### src/rtl/core/ffha_pkg.sv
// ----------------------------------------------------------------------------
// ffha_pkg
// Shared types, constants and helpers of the first-fit heap allocator.
// ----------------------------------------------------------------------------
`default_nettype none

package ffha_pkg;

    localparam int HEAP_BYTES = 65536;
    localparam int GRAN_BYTES = 8;
    localparam int GRANULES   = HEAP_BYTES / GRAN_BYTES;
    localparam int GIDX_W     = $clog2(GRANULES);
    localparam int PTR_W      = GIDX_W + 1;
    localparam int SIZE_W     = 17;
    localparam int SPAN_W     = 18;
    localparam int LINK_BYTES = 16;
    localparam int CFG_W      = 17;
    localparam logic [CFG_W-1:0] HEAP_RESET = CFG_W'(HEAP_BYTES);

    typedef logic [PTR_W-1:0] t_ptr;
    localparam t_ptr NIL = '1;

    typedef struct packed {
        t_ptr              prev;
        t_ptr              next;
        logic              used;
        logic [SIZE_W-1:0] size;
    } t_hdr;

    typedef struct packed {
        logic              we;
        logic [GIDX_W-1:0] waddr;
        t_hdr              wdata;
        logic [GIDX_W-1:0] raddr;
    } t_ram_req;

    typedef enum logic [2:0] {
        ST_OK    = 3'd0,
        ST_ZERO  = 3'd1,
        ST_OOM   = 3'd2,
        ST_FREED = 3'd3,
        ST_NULL  = 3'd4
    } t_status;

    // status sits in the low bits when packed into a beat
    typedef struct packed {
        logic [11:0] live;
        logic [16:0] used_total;
        logic [15:0] data_addr;
        t_status     status;
    } t_result;

    typedef struct packed {
        logic idle;
        logic res_valid;
    } t_eng_stat;

    typedef enum logic [4:0] {
        S_IDLE,
        S_A_PRE,
        S_A_WRD,
        S_A_WCHK,
        S_A_RM,
        S_A_RM2,
        S_A_SPLIT,
        S_A_BRK,
        S_A_FIN,
        S_F_PRE,
        S_F_RD,
        S_F_CHK,
        S_I_START,
        S_I_WRD,
        S_I_WCHK,
        S_I_MX,
        S_I_MXRD,
        S_I_MXMRG,
        S_I_MI,
        S_I_WRX,
        S_I_WRI,
        S_FIX_RD,
        S_FIX_WR,
        S_DONE
    } t_state;

    // bytes covered by a block: header plus data of at least two links
    function automatic logic [SPAN_W-1:0] span(input logic [SPAN_W-1:0] s);
        logic [SPAN_W-1:0] d;
        d = (s >= SPAN_W'(LINK_BYTES)) ? s : SPAN_W'(LINK_BYTES);
        return SPAN_W'(GRAN_BYTES) + d;
    endfunction

    function automatic logic ptr_ok(input t_ptr p);
        return !p[PTR_W-1];
    endfunction

endpackage

`default_nettype wire

### src/rtl/core/ffha_engine.sv
// ----------------------------------------------------------------------------
// ffha_engine
// Sequencer that walks and edits the address-ordered free list in header memory.
// ----------------------------------------------------------------------------
`default_nettype none

module ffha_engine (
    input  wire                           i_clk,
    input  wire                           i_rst_n,
    input  wire                           i_start,
    input  wire                           i_req_free,
    input  wire [16:0]                    i_req_bytes,
    input  wire [15:0]                    i_free_addr,
    input  wire [ffha_pkg::CFG_W-1:0]     i_heap_bytes,
    input  wire                           i_res_take,
    output ffha_pkg::t_eng_stat           o_stat,
    output ffha_pkg::t_result             o_result,
    output ffha_pkg::t_ram_req            o_ram,
    input  ffha_pkg::t_hdr                i_ram_rdata
);

    localparam int GW = ffha_pkg::GIDX_W;
    localparam int SW = ffha_pkg::SPAN_W;
    localparam int ZW = ffha_pkg::SIZE_W;

    ffha_pkg::t_state  r_state, n_state, r_ret, n_ret;
    logic              r_is_free, n_is_free;
    logic [SW-1:0]     r_size, n_size, r_adj, n_adj;
    ffha_pkg::t_ptr    r_head, n_head, r_it, n_it;
    logic [16:0]       r_brk, n_brk, r_used, n_used;
    logic [11:0]       r_live, n_live;
    logic [GW-1:0]     r_g, n_g, r_xi, n_xi, r_fix_addr, n_fix_addr;
    ffha_pkg::t_hdr    r_gh, n_gh, r_xh, n_xh, r_ih, n_ih;
    logic              r_has_it, n_has_it, r_fix_nxt, n_fix_nxt;
    ffha_pkg::t_ptr    r_fix_val, n_fix_val;
    ffha_pkg::t_status r_status, n_status;
    logic [15:0]       r_daddr, n_daddr, r_addr, n_addr;

    ffha_pkg::t_hdr    rd;
    logic              w_head_ok, w_fit, w_walk_on, w_split_ok, w_rem_ok, w_oom;
    logic              w_mx, w_mi, w_null, w_bad;
    logic [SW-1:0]     w_gsz, w_diff;
    logic [GW+1:0]     w_rem;
    logic [16:0]       w_hb, w_lim;
    logic [SW:0]       w_brk_end;
    logic [SW-1:0]     w_x_end, w_i_end;

    assign rd         = i_ram_rdata;
    assign w_head_ok  = ffha_pkg::ptr_ok(r_head);
    assign w_fit      = !rd.used && (r_size <= {1'b0, rd.size});
    assign w_walk_on  = ffha_pkg::ptr_ok(rd.next) && (r_xi > rd.next[GW-1:0]);
    assign w_gsz      = {1'b0, r_gh.size};
    assign w_diff     = w_gsz - r_adj;
    assign w_split_ok = (w_gsz >= r_adj) && (w_diff >= SW'(ffha_pkg::LINK_BYTES));
    assign w_rem      = {2'b00, r_g} + (GW+2)'(r_adj[SW-1:3]);
    assign w_rem_ok   = w_rem < (GW+2)'(ffha_pkg::GRANULES);
    assign w_hb       = {i_heap_bytes[16:3], 3'b000};
    assign w_lim      = (w_hb > 17'(ffha_pkg::HEAP_BYTES)) ? 17'(ffha_pkg::HEAP_BYTES) : w_hb;
    assign w_brk_end  = {2'b00, r_brk} + {1'b0, r_adj};
    assign w_oom      = (w_brk_end > {2'b00, w_lim}) ||
                        (r_brk >= 17'(ffha_pkg::HEAP_BYTES));
    // block end in bytes against the neighbor's header offset
    assign w_x_end    = SW'({r_xi, 3'b000}) + ffha_pkg::span({1'b0, r_xh.size});
    assign w_i_end    = SW'({r_it[GW-1:0], 3'b000}) + ffha_pkg::span({1'b0, r_ih.size});
    assign w_mx       = ffha_pkg::ptr_ok(r_xh.next) &&
                        (w_x_end == SW'({r_xh.next[GW-1:0], 3'b000}));
    assign w_mi       = r_has_it && (w_i_end == SW'({r_xi, 3'b000}));
    assign w_null     = (r_addr == 16'd0);
    assign w_bad      = (r_addr < 16'd8) || (r_addr[2:0] != 3'd0);

    // next state
    always_comb begin
        n_state = r_state;
        case (r_state)
            ffha_pkg::S_IDLE: begin
                if (i_start) begin
                    n_state = i_req_free ? ffha_pkg::S_F_PRE : ffha_pkg::S_A_PRE;
                end
            end
            ffha_pkg::S_A_PRE: begin
                if (r_size == '0 || i_heap_bytes == '0) begin
                    n_state = ffha_pkg::S_DONE;
                end else if (w_head_ok) begin
                    n_state = ffha_pkg::S_A_WRD;
                end else begin
                    n_state = ffha_pkg::S_A_BRK;
                end
            end
            ffha_pkg::S_A_WRD: n_state = ffha_pkg::S_A_WCHK;
            ffha_pkg::S_A_WCHK: begin
                if (w_fit) begin
                    n_state = ffha_pkg::S_A_RM;
                end else if (ffha_pkg::ptr_ok(rd.next)) begin
                    n_state = ffha_pkg::S_A_WRD;
                end else begin
                    n_state = ffha_pkg::S_A_BRK;
                end
            end
            ffha_pkg::S_A_RM: begin
                n_state = ffha_pkg::ptr_ok(r_gh.prev) ? ffha_pkg::S_FIX_RD
                                                      : ffha_pkg::S_A_RM2;
            end
            ffha_pkg::S_A_RM2: begin
                n_state = ffha_pkg::ptr_ok(r_gh.next) ? ffha_pkg::S_FIX_RD
                                                      : ffha_pkg::S_A_SPLIT;
            end
            ffha_pkg::S_A_SPLIT: begin
                n_state = (w_split_ok && w_rem_ok) ? ffha_pkg::S_I_START
                                                   : ffha_pkg::S_A_FIN;
            end
            ffha_pkg::S_A_BRK: n_state = w_oom ? ffha_pkg::S_DONE : ffha_pkg::S_A_FIN;
            ffha_pkg::S_A_FIN: n_state = ffha_pkg::S_DONE;
            ffha_pkg::S_F_PRE: begin
                n_state = (w_null || w_bad) ? ffha_pkg::S_DONE : ffha_pkg::S_F_RD;
            end
            ffha_pkg::S_F_RD: n_state = ffha_pkg::S_F_CHK;
            ffha_pkg::S_F_CHK: begin
                n_state = rd.used ? ffha_pkg::S_I_START : ffha_pkg::S_DONE;
            end
            ffha_pkg::S_I_START: begin
                if (!w_head_ok) begin
                    n_state = ffha_pkg::S_I_WRX;
                end else if (r_xi < r_head[GW-1:0]) begin
                    n_state = ffha_pkg::S_FIX_RD;
                end else begin
                    n_state = ffha_pkg::S_I_WRD;
                end
            end
            ffha_pkg::S_I_WRD: n_state = ffha_pkg::S_I_WCHK;
            ffha_pkg::S_I_WCHK: begin
                if (w_walk_on) begin
                    n_state = ffha_pkg::S_I_WRD;
                end else if (ffha_pkg::ptr_ok(rd.next)) begin
                    n_state = ffha_pkg::S_FIX_RD;
                end else begin
                    n_state = ffha_pkg::S_I_MX;
                end
            end
            ffha_pkg::S_I_MX: n_state = w_mx ? ffha_pkg::S_I_MXRD : ffha_pkg::S_I_MI;
            ffha_pkg::S_I_MXRD: n_state = ffha_pkg::S_I_MXMRG;
            ffha_pkg::S_I_MXMRG: begin
                n_state = ffha_pkg::ptr_ok(rd.next) ? ffha_pkg::S_FIX_RD : ffha_pkg::S_I_MI;
            end
            ffha_pkg::S_I_MI: begin
                n_state = (w_mi && ffha_pkg::ptr_ok(r_xh.next)) ? ffha_pkg::S_FIX_RD
                                                                : ffha_pkg::S_I_WRX;
            end
            ffha_pkg::S_I_WRX: begin
                if (r_has_it) begin
                    n_state = ffha_pkg::S_I_WRI;
                end else begin
                    n_state = r_is_free ? ffha_pkg::S_DONE : ffha_pkg::S_A_FIN;
                end
            end
            ffha_pkg::S_I_WRI: n_state = r_is_free ? ffha_pkg::S_DONE : ffha_pkg::S_A_FIN;
            ffha_pkg::S_FIX_RD: n_state = ffha_pkg::S_FIX_WR;
            ffha_pkg::S_FIX_WR: n_state = r_ret;
            ffha_pkg::S_DONE: begin
                if (i_res_take) begin
                    n_state = ffha_pkg::S_IDLE;
                end
            end
            default: n_state = ffha_pkg::S_IDLE;
        endcase
    end

    // memory port and status outputs
    always_comb begin
        ffha_pkg::t_hdr fx;
        fx = rd;
        if (r_fix_nxt) begin
            fx.next = r_fix_val;
        end else begin
            fx.prev = r_fix_val;
        end
        o_ram.we    = 1'b0;
        o_ram.waddr = r_xi;
        o_ram.wdata = r_xh;
        o_ram.raddr = r_it[GW-1:0];
        case (r_state)
            ffha_pkg::S_F_RD:   o_ram.raddr = r_g;
            ffha_pkg::S_I_MXRD: o_ram.raddr = r_xh.next[GW-1:0];
            ffha_pkg::S_FIX_RD: o_ram.raddr = r_fix_addr;
            ffha_pkg::S_FIX_WR: begin
                o_ram.we    = 1'b1;
                o_ram.waddr = r_fix_addr;
                o_ram.wdata = fx;
            end
            ffha_pkg::S_A_FIN: begin
                o_ram.we    = 1'b1;
                o_ram.waddr = r_g;
                o_ram.wdata = '{prev: ffha_pkg::NIL, next: ffha_pkg::NIL,
                                used: 1'b1, size: r_gh.size};
            end
            ffha_pkg::S_I_WRX: o_ram.we = 1'b1;
            ffha_pkg::S_I_WRI: begin
                o_ram.we    = 1'b1;
                o_ram.waddr = r_it[GW-1:0];
                o_ram.wdata = r_ih;
            end
            default: o_ram.we = 1'b0;
        endcase
        o_stat.idle      = (r_state == ffha_pkg::S_IDLE);
        o_stat.res_valid = (r_state == ffha_pkg::S_DONE);
        o_result = '{live: r_live, used_total: r_used, data_addr: r_daddr, status: r_status};
    end

    // datapath
    always_comb begin
        logic [SW-1:0] sp;
        sp         = '0;
        n_ret      = r_ret;
        n_is_free  = r_is_free;
        n_size     = r_size;
        n_adj      = r_adj;
        n_head     = r_head;
        n_it       = r_it;
        n_brk      = r_brk;
        n_used     = r_used;
        n_live     = r_live;
        n_g        = r_g;
        n_xi       = r_xi;
        n_gh       = r_gh;
        n_xh       = r_xh;
        n_ih       = r_ih;
        n_has_it   = r_has_it;
        n_fix_addr = r_fix_addr;
        n_fix_nxt  = r_fix_nxt;
        n_fix_val  = r_fix_val;
        n_status   = r_status;
        n_daddr    = r_daddr;
        n_addr     = r_addr;
        case (r_state)
            ffha_pkg::S_IDLE: begin
                if (i_start) begin
                    n_is_free = i_req_free;
                    n_size    = ({1'b0, i_req_bytes} + SW'(7)) & ~SW'(7);
                    n_addr    = i_free_addr;
                    n_daddr   = '0;
                end
            end
            ffha_pkg::S_A_PRE: begin
                n_adj    = ffha_pkg::span(r_size);
                n_it     = r_head;
                n_status = (r_size == '0) ? ffha_pkg::ST_ZERO : ffha_pkg::ST_OOM;
            end
            ffha_pkg::S_A_WCHK: begin
                if (w_fit) begin
                    n_g  = r_it[GW-1:0];
                    n_gh = rd;
                end else begin
                    n_it = rd.next;
                end
            end
            ffha_pkg::S_A_RM: begin
                if (r_head == {1'b0, r_g}) begin
                    n_head = r_gh.next;
                end
                n_fix_addr = r_gh.prev[GW-1:0];
                n_fix_nxt  = 1'b1;
                n_fix_val  = r_gh.next;
                n_ret      = ffha_pkg::S_A_RM2;
            end
            ffha_pkg::S_A_RM2: begin
                n_fix_addr = r_gh.next[GW-1:0];
                n_fix_nxt  = 1'b0;
                n_fix_val  = r_gh.prev;
                n_ret      = ffha_pkg::S_A_SPLIT;
            end
            ffha_pkg::S_A_SPLIT: begin
                if (w_split_ok && w_rem_ok) begin
                    n_xi      = w_rem[GW-1:0];
                    n_xh      = '{prev: ffha_pkg::NIL, next: ffha_pkg::NIL,
                                  used: 1'b0, size: w_diff[ZW-1:0]};
                    n_gh.size = r_size[ZW-1:0];
                end
            end
            ffha_pkg::S_A_BRK: begin
                if (!w_oom) begin
                    n_g   = r_brk[GW+2:3];
                    n_brk = w_brk_end[16:0];
                    n_gh  = '{prev: ffha_pkg::NIL, next: ffha_pkg::NIL,
                              used: 1'b1, size: r_size[ZW-1:0]};
                end
            end
            ffha_pkg::S_A_FIN: begin
                n_used   = r_used + r_gh.size;
                n_live   = r_live + 12'd1;
                n_daddr  = {r_g, 3'b000} + 16'd8;
                n_status = ffha_pkg::ST_OK;
            end
            ffha_pkg::S_F_PRE: begin
                n_status = w_null ? ffha_pkg::ST_NULL : ffha_pkg::ST_FREED;
                n_g      = r_addr[15:3] - GW'(1);
            end
            ffha_pkg::S_F_CHK: begin
                if (rd.used) begin
                    n_used   = r_used - rd.size;
                    n_live   = r_live - 12'd1;
                    n_status = ffha_pkg::ST_OK;
                    n_xi     = r_g;
                    n_xh     = '{prev: ffha_pkg::NIL, next: ffha_pkg::NIL, used: 1'b0,
                                 size: (rd.size < ZW'(ffha_pkg::LINK_BYTES))
                                       ? ZW'(ffha_pkg::LINK_BYTES) : rd.size};
                end
            end
            ffha_pkg::S_I_START: begin
                n_has_it = 1'b0;
                if (!w_head_ok) begin
                    n_head = {1'b0, r_xi};
                end else if (r_xi < r_head[GW-1:0]) begin
                    // new block becomes the list head
                    n_xh.next  = r_head;
                    n_head     = {1'b0, r_xi};
                    n_fix_addr = r_head[GW-1:0];
                    n_fix_nxt  = 1'b0;
                    n_fix_val  = {1'b0, r_xi};
                    n_ret      = ffha_pkg::S_I_MX;
                end else begin
                    n_it = r_head;
                end
            end
            ffha_pkg::S_I_WCHK: begin
                if (w_walk_on) begin
                    n_it = rd.next;
                end else begin
                    n_ih       = rd;
                    n_ih.next  = {1'b0, r_xi};
                    n_xh.prev  = r_it;
                    n_xh.next  = rd.next;
                    n_has_it   = 1'b1;
                    n_fix_addr = rd.next[GW-1:0];
                    n_fix_nxt  = 1'b0;
                    n_fix_val  = {1'b0, r_xi};
                    n_ret      = ffha_pkg::S_I_MX;
                end
            end
            ffha_pkg::S_I_MXMRG: begin
                sp         = ffha_pkg::span({1'b0, rd.size});
                n_xh.size  = r_xh.size + sp[ZW-1:0];
                n_xh.next  = rd.next;
                n_fix_addr = rd.next[GW-1:0];
                n_fix_nxt  = 1'b0;
                n_fix_val  = {1'b0, r_xi};
                n_ret      = ffha_pkg::S_I_MI;
            end
            ffha_pkg::S_I_MI: begin
                if (w_mi) begin
                    sp         = ffha_pkg::span({1'b0, r_xh.size});
                    n_ih.size  = r_ih.size + sp[ZW-1:0];
                    n_ih.next  = r_xh.next;
                    n_fix_addr = r_xh.next[GW-1:0];
                    n_fix_nxt  = 1'b0;
                    n_fix_val  = r_it;
                    n_ret      = ffha_pkg::S_I_WRX;
                end
            end
            default: n_status = r_status;
        endcase
    end

    always_ff @(posedge i_clk) begin
        if (!i_rst_n) begin
            r_state <= ffha_pkg::S_IDLE;
            r_head  <= ffha_pkg::NIL;
            r_brk   <= '0;
            r_used  <= '0;
            r_live  <= '0;
        end else begin
            r_state <= n_state;
            r_head  <= n_head;
            r_brk   <= n_brk;
            r_used  <= n_used;
            r_live  <= n_live;
        end
    end

    always_ff @(posedge i_clk) begin
        r_ret      <= n_ret;
        r_is_free  <= n_is_free;
        r_size     <= n_size;
        r_adj      <= n_adj;
        r_it       <= n_it;
        r_g        <= n_g;
        r_xi       <= n_xi;
        r_gh       <= n_gh;
        r_xh       <= n_xh;
        r_ih       <= n_ih;
        r_has_it   <= n_has_it;
        r_fix_addr <= n_fix_addr;
        r_fix_nxt  <= n_fix_nxt;
        r_fix_val  <= n_fix_val;
        r_status   <= n_status;
        r_daddr    <= n_daddr;
        r_addr     <= n_addr;
    end

endmodule

`default_nettype wire

### config.mk
export PLATFORM = sky130hd
export DESIGN_NAME = ffha_engine
export DESIGN_NICKNAME = d
export VERILOG_FILES = /design/src/rtl/core/ffha_pkg.sv /design/src/rtl/core/ffha_engine.sv
export SDC_FILE = /design/constraint.sdc
export NUM_CORES = 1
export LEC_CHECK = 0
export BUFFER_PORTS_ARGS = -buffer_cell sky130_fd_sc_hd__buf_4
export CAP_MARGIN = 10
export CORE_ASPECT_RATIO = 0.5
export CORE_MARGIN = 8
export CORE_UTILIZATION = 29
export CTS_CLUSTER_DIAMETER = 120
export DETAILED_ROUTE_END_ITERATION = 16
export GPL_TIMING_DRIVEN = 1
export PLACE_DENSITY = 0.52
export SLEW_MARGIN = 20
export SYNTH_ARGS = -nofsm -noshare
export SYNTH_HDL_FRONTEND = slang
export SYNTH_SLANG_ARGS = --single-unit
### constraint.sdc
create_clock -name i_clk -period 7.9 [get_ports i_clk]
set_clock_uncertainty 0.05 [all_clocks]
set_input_delay 1.58 -clock i_clk [delete_from_list [all_inputs] [get_ports i_clk]]
set_output_delay 1.58 -clock i_clk [all_outputs]
set_load 0.05 [all_outputs]
-- Word-level counts from Yosys, hierarchy flattened
Index checks and enable logic that the tools add are counted.
- add/sub/neg operators: 18
- $lt $le $gt $ge: 15
- bitwise gates (word level): 2
- equality and inequality tests: 41
- muxes and demuxes: 100
- reductions and logical operators: 58
- operators by type and width (kind ; number):
    $mux 14 ; 14
    $mux 46 ; 4
    $pmux 59 s3 ; 1
    $mux 17 ; 8
    $mux 13 ; 10
    $pmux 5 s24 ; 1
    $pmux 17 s3 ; 2
    $mux 5 ; 18
    $pmux 14 s6 ; 1
    $pmux 13 s3 ; 2
    $pmux 13 s6 ; 1
    $pmux 14 s5 ; 1
    $pmux 17 s2 ; 2
    $pmux 29 s2 ; 1
    $pmux 14 s2 ; 2
    $pmux 14 s4 ; 1
    $add 17x17->17 ; 3
    $ge 17x5->1 const B ; 3
    $pmux 14 s3 ; 1
    $eq 5x4->1 const B ; 8
    $eq 5x5->1 const B ; 8
    $add 16x18->18 ; 2
    $add 4x17->18 const A ; 2
    $eq 18x16->1 ; 2
    64 further kinds ; 136
- input bits: 101
- bits in registers: 345

-- Depth between registers and ports, before layout
- depth in word-level cells: 9
- gate-level depth with buffers: 21
- mapped depth without buffers: 19

-- Worst setup path before layout
OpenSTA, ideal clock, no wires.
- kind: input to register
- from: input i_heap_bytes[3] in the netlist's numbering
- to: register r_gh[18] in the netlist's numbering, enable pin
- cell stages on the path: 13
- path buffers: 0
- setup time: 0.448 ns
- path slack: 1.907 ns
- data arrival time: 5.495 ns
- cell sequence: nor4_1 nand4_1 nand2_1 nand2_1 ha_1 and4_1 o21ai_0 o2111a_1 o311ai_0 a211o_1 o21ai_0 nand2b_1 nor3_1
- longest elaborated chain between the ends: 6
- RTL lines (element ; line ; text):
    start: declaration ; ffha_engine.sv:14 ; input wire [ffha_pkg::CFG_W-1:0] i_heap_bytes,
    $gt 17x17->1 ; ffha_engine.sv:58 ; assign w_lim = (w_hb > 17'(ffha_pkg::HEAP_BYTES)) ? 17'(ffha_pkg::HEAP_BYTES) : w_hb;
    $mux 17 (*) ; ffha_engine.sv:58 ;
    $gt 19x17->1 (*) ; ffha_engine.sv:60 ; assign w_oom = (w_brk_end > {2'b00, w_lim}) ||
    $logic_or 1x1->1 (*) ; ffha_engine.sv:60 ;
    $ne 2x2->1 (no source line) (*) ; n/a ;
    $reduce_and 3->1 (no source line) (*) ; n/a ;
    end signal: assignment ; ffha_engine.sv:386 ; r_gh <= n_gh;
    end: declaration ; ffha_engine.sv:33 ; ffha_pkg::t_hdr r_gh, n_gh, r_xh, n_xh, r_ih, n_ih;
Mark *: on every way between the ends. The rest lies on a longest branch, timed or not.
A chain may end at the register's enable or synchronous reset.

==> results_dict.tcl <==
set metrics [dict create \
    slew_headroom_pct 19.09 \
    fin_util_pct 34.22 \
    powerDensity_nw_per_um2 294.5 \
    drtIter0Drc 2765 \
    final.setup.tns_ns 0 \
    initial_utilization_pct 29.34 \
    period_needed_ns 6.218 \
    ys_seq_area_share_pct 37.26 \
    critPathKind "reg2out" \
    slowest_stage "nor2_1" \
    syn-cell-area_um2 25330 \
    synth_top_family_by_area "compound AO/OA/AOI/OAI gates" \
    internal-power_mw 4.724 \
    grt_usage_pct 20.91 \
    drv_slew 0 \
    synth_edf_count 273 \
    place_congestion 0.9660 \
    maxCapViolCount 0 \
    worst_hold_path_type "reg2reg" \
    cts_root_buffer "clkbuf_16" \
    seqPwrFrac_pct 32.2 \
    port-buffer-count 220 \
    viasPerCell 5.626 \
    synth-adder-area-share_pct 11.13 \
    ys_warn_count 0 \
    area_growth_pct 16.63 \
    ant_nets 0 \
    p_sw_mw 3.976 \
    cp_max_fo 52 \
    final_common_cell "nor2_1" \
    p_sw_share_pct 45.70 \
    cts_made_buffers 38 \
    drcViolationCount 0 \
    grt_pass1_vias 22511 \
    synth_cells 2818 \
    holdBufCountCts 0 \
    wl_um 106900 \
    fmax_ghz 0.1608 \
    holdPathStages 2 \
    tightest_slew_ns 1.209 \
    cts.path.max_buffers 3 \
    worstPathArrival_ns 4.59 \
    critPathCaptureType "output pin" \
    fin_nets 3290 \
    required_ns 6.27 \
    io_pins 224 \
    htree_levels 2 \
    grt_setup_unrepaired "false" \
    p_leak_nw 11.64 \
    clkTransAtPathRegs_ns 0.07 \
    cts-resized-gates 0 \
    dp_slack_ns 2.323 \
    final_cell_mix "nor2_1 (288), nand2_1 (284), buf_4 (277)" \
    finalPower_mw 8.699 \
    yosysUniqueCellTypes 85 \
    diodes 0 \
    fp.dieW_um 434.0 \
    finalCritPeriodShare_pct 78.71 \
    setup_viol 0 \
    stdcell_count 4169 \
    synth.avg_cell_area_um2 8.989 \
    combPwrFrac_pct 47.4 \
    drive_gt1_share_pct 13.70 \
    hold_violations 0 \
    ys.flop_type "edfxtp_1" \
    ir_worst_vdd_mv 0.1537 \
    clk_latency_ns 0.59 \
    vias 23453 \
    grt_pass1_wl_um 153900 \
    max_stage_delay_ns 1.00 \
    wl_per_cell_um 25.64 \
    grt_antenna_before_repair 3 \
    setup_ws_ns 1.682 \
    cts_post_setup_buffers_inserted 0 \
    synth_xor_xnor_area_share_pct 6.846 \
    path_common_cell "buf_4" \
    dp.cells 4099 \
    ys_ff_latch 335 \
    cts_tree "yes" \
    die_h_um 225.0 \
    startpoint_type "register" \
    r2r_cells 16 \
    fp.coreArea_um2 86340 \
    num_rows 76 \
    die_area_um2 97640 \
    fillers 9012 \
    status "completed" \
    hpwl_um 79690 \
    synth-simple-area-share_pct 18.14 \
    async_flop_share_pct 0 \
    numClockSinks 335 \
    first_pass_iters 6 \
    yosys-mux-area-fraction_pct 2.060 \
    grt_max_degree 61 \
    grt-ovfl-total 0 \
    path_cells "nand2b_1, or3_1, buf_4, nand2_2, buf_4, nor2_1, a221oi_1, a21oi_1, buf_4" \
    synth_compound_area_share_pct 20.15 \
    power_frac_clock_pct 20.5 \
]
power groups by stage:
stage | Combinational, mW | Sequential [mW] | Clock, mW
3_3_place_gp | 4.08 | 2.82 | 0
5_1_grt | 4.42 | 2.81 | 1.88
4_1_cts | 4.10 | 2.78 | 1.82
3_5_place_dp | 4.08 | 2.82 | 0
6_report | 4.12 | 2.80 | 1.78
2_1_floorplan | 2.66 | 2.75 | 0
critical path, delay by kind of cell (launching register included):
kind	cells	cell delay (ns)
AOI/OAI and AO/OA	2	0.52
buffers and inverters	3	1.09
DFF	1	0.76
and+or+nand+nor	4	1.61
through the flow:
step	hold slack, ns	cell area [um^2]
after global placement	0.4186	28350
after CTS	0.4314	29540
after global routing	0.4598	29540
after detailed placement	0.4200	28350
after floorplan	0.4137	25340
final	0.4278	29540
per-layer routing:
metal	GRT usage [%]	share of wire (%)	wire, um	vias to the layer above
li1	-	-	-	10771
met1	28.14	42	44880	11383
met2	33.64	45	48170	1108
met3	3.819	9.0	9664	189
met4	7.497	3.9	4159	2
met5	0	0.012	13	-
final cells by class:
type	instances	area (um^2)	share of cell area [%]
inverter	121	454.2	1.537
clock inverter	24	180.2	0.6099
timing repair buffer	277	2079	7.039
sequential	335	9439	31.95
tap	1170	1464	4.955
clock buffer	46	1012	3.426
multi-input combinational	2196	14910	50.48
cells by family (layout without fill, tap and decap cells):
family / Yosys count / count (layout)
other cells: 1 / 3
flops: 335 / 335
fa+ha+maj: 220 / 220
xor+xnor: 198 / 198
buf+inv: 289 / 468
simple gates: 971 / 971
compound gates: 752 / 752
mux: 52 / 52
synthesized netlist by cell type, types with 37 or more instances:
library cell | number | share of area [%]
nand3_1 | 57 | 1.1
xnor2_1 | 119 | 4.1
a22oi_1 | 43 | 1.3
edfxtp_1 | 273 | 32
o221ai_1 | 38 | 1.3
nor2_1 | 293 | 4.3
ha_1 | 211 | 10
dfxtp_1 | 62 | 4.9
mux2i_1 | 51 | 2.0
clkbuf_1 | 151 | 2.2
inv_1 | 118 | 1.7
a21oi_1 | 175 | 3.5
nor3_1 | 67 | 1.3
nand2_1 | 285 | 4.2
xor2_1 | 79 | 2.7
a21o_1 | 37 | 1.1
o21ai_0 | 164 | 3.2
or2_2 | 38 | 0.94
flip-flops by register name, indices dropped and copies added (netlist names), 3 cells and up:
name / cells
r_it: 14
r_daddr: 13
r_ret: 5
r_gh: 45
r_size: 15
r_g: 13
r_status: 3
r_head: 14
r_brk: 14
r_xh: 45
r_adj: 15
r_used: 17
r_addr: 16
r_ih: 46
r_xi: 13
r_live: 12
r_fix_val: 14
r_state: 5
r_fix_addr: 13
worst paths after layout:
| kind | slack, ns | start | to |
|---|---|---|---|
| max | 1.68 | r_state[0] | o_ram[14] |
| min | 0.43 | r_live[6] | r_live[6] |
| max reg2reg | 2.43 | r_ih[12] | r_fix_addr[2] |
| min reg2reg | 0.43 | r_live[6] | r_live[6] |
Note: power is estimated with default switching activity, not from simulation.
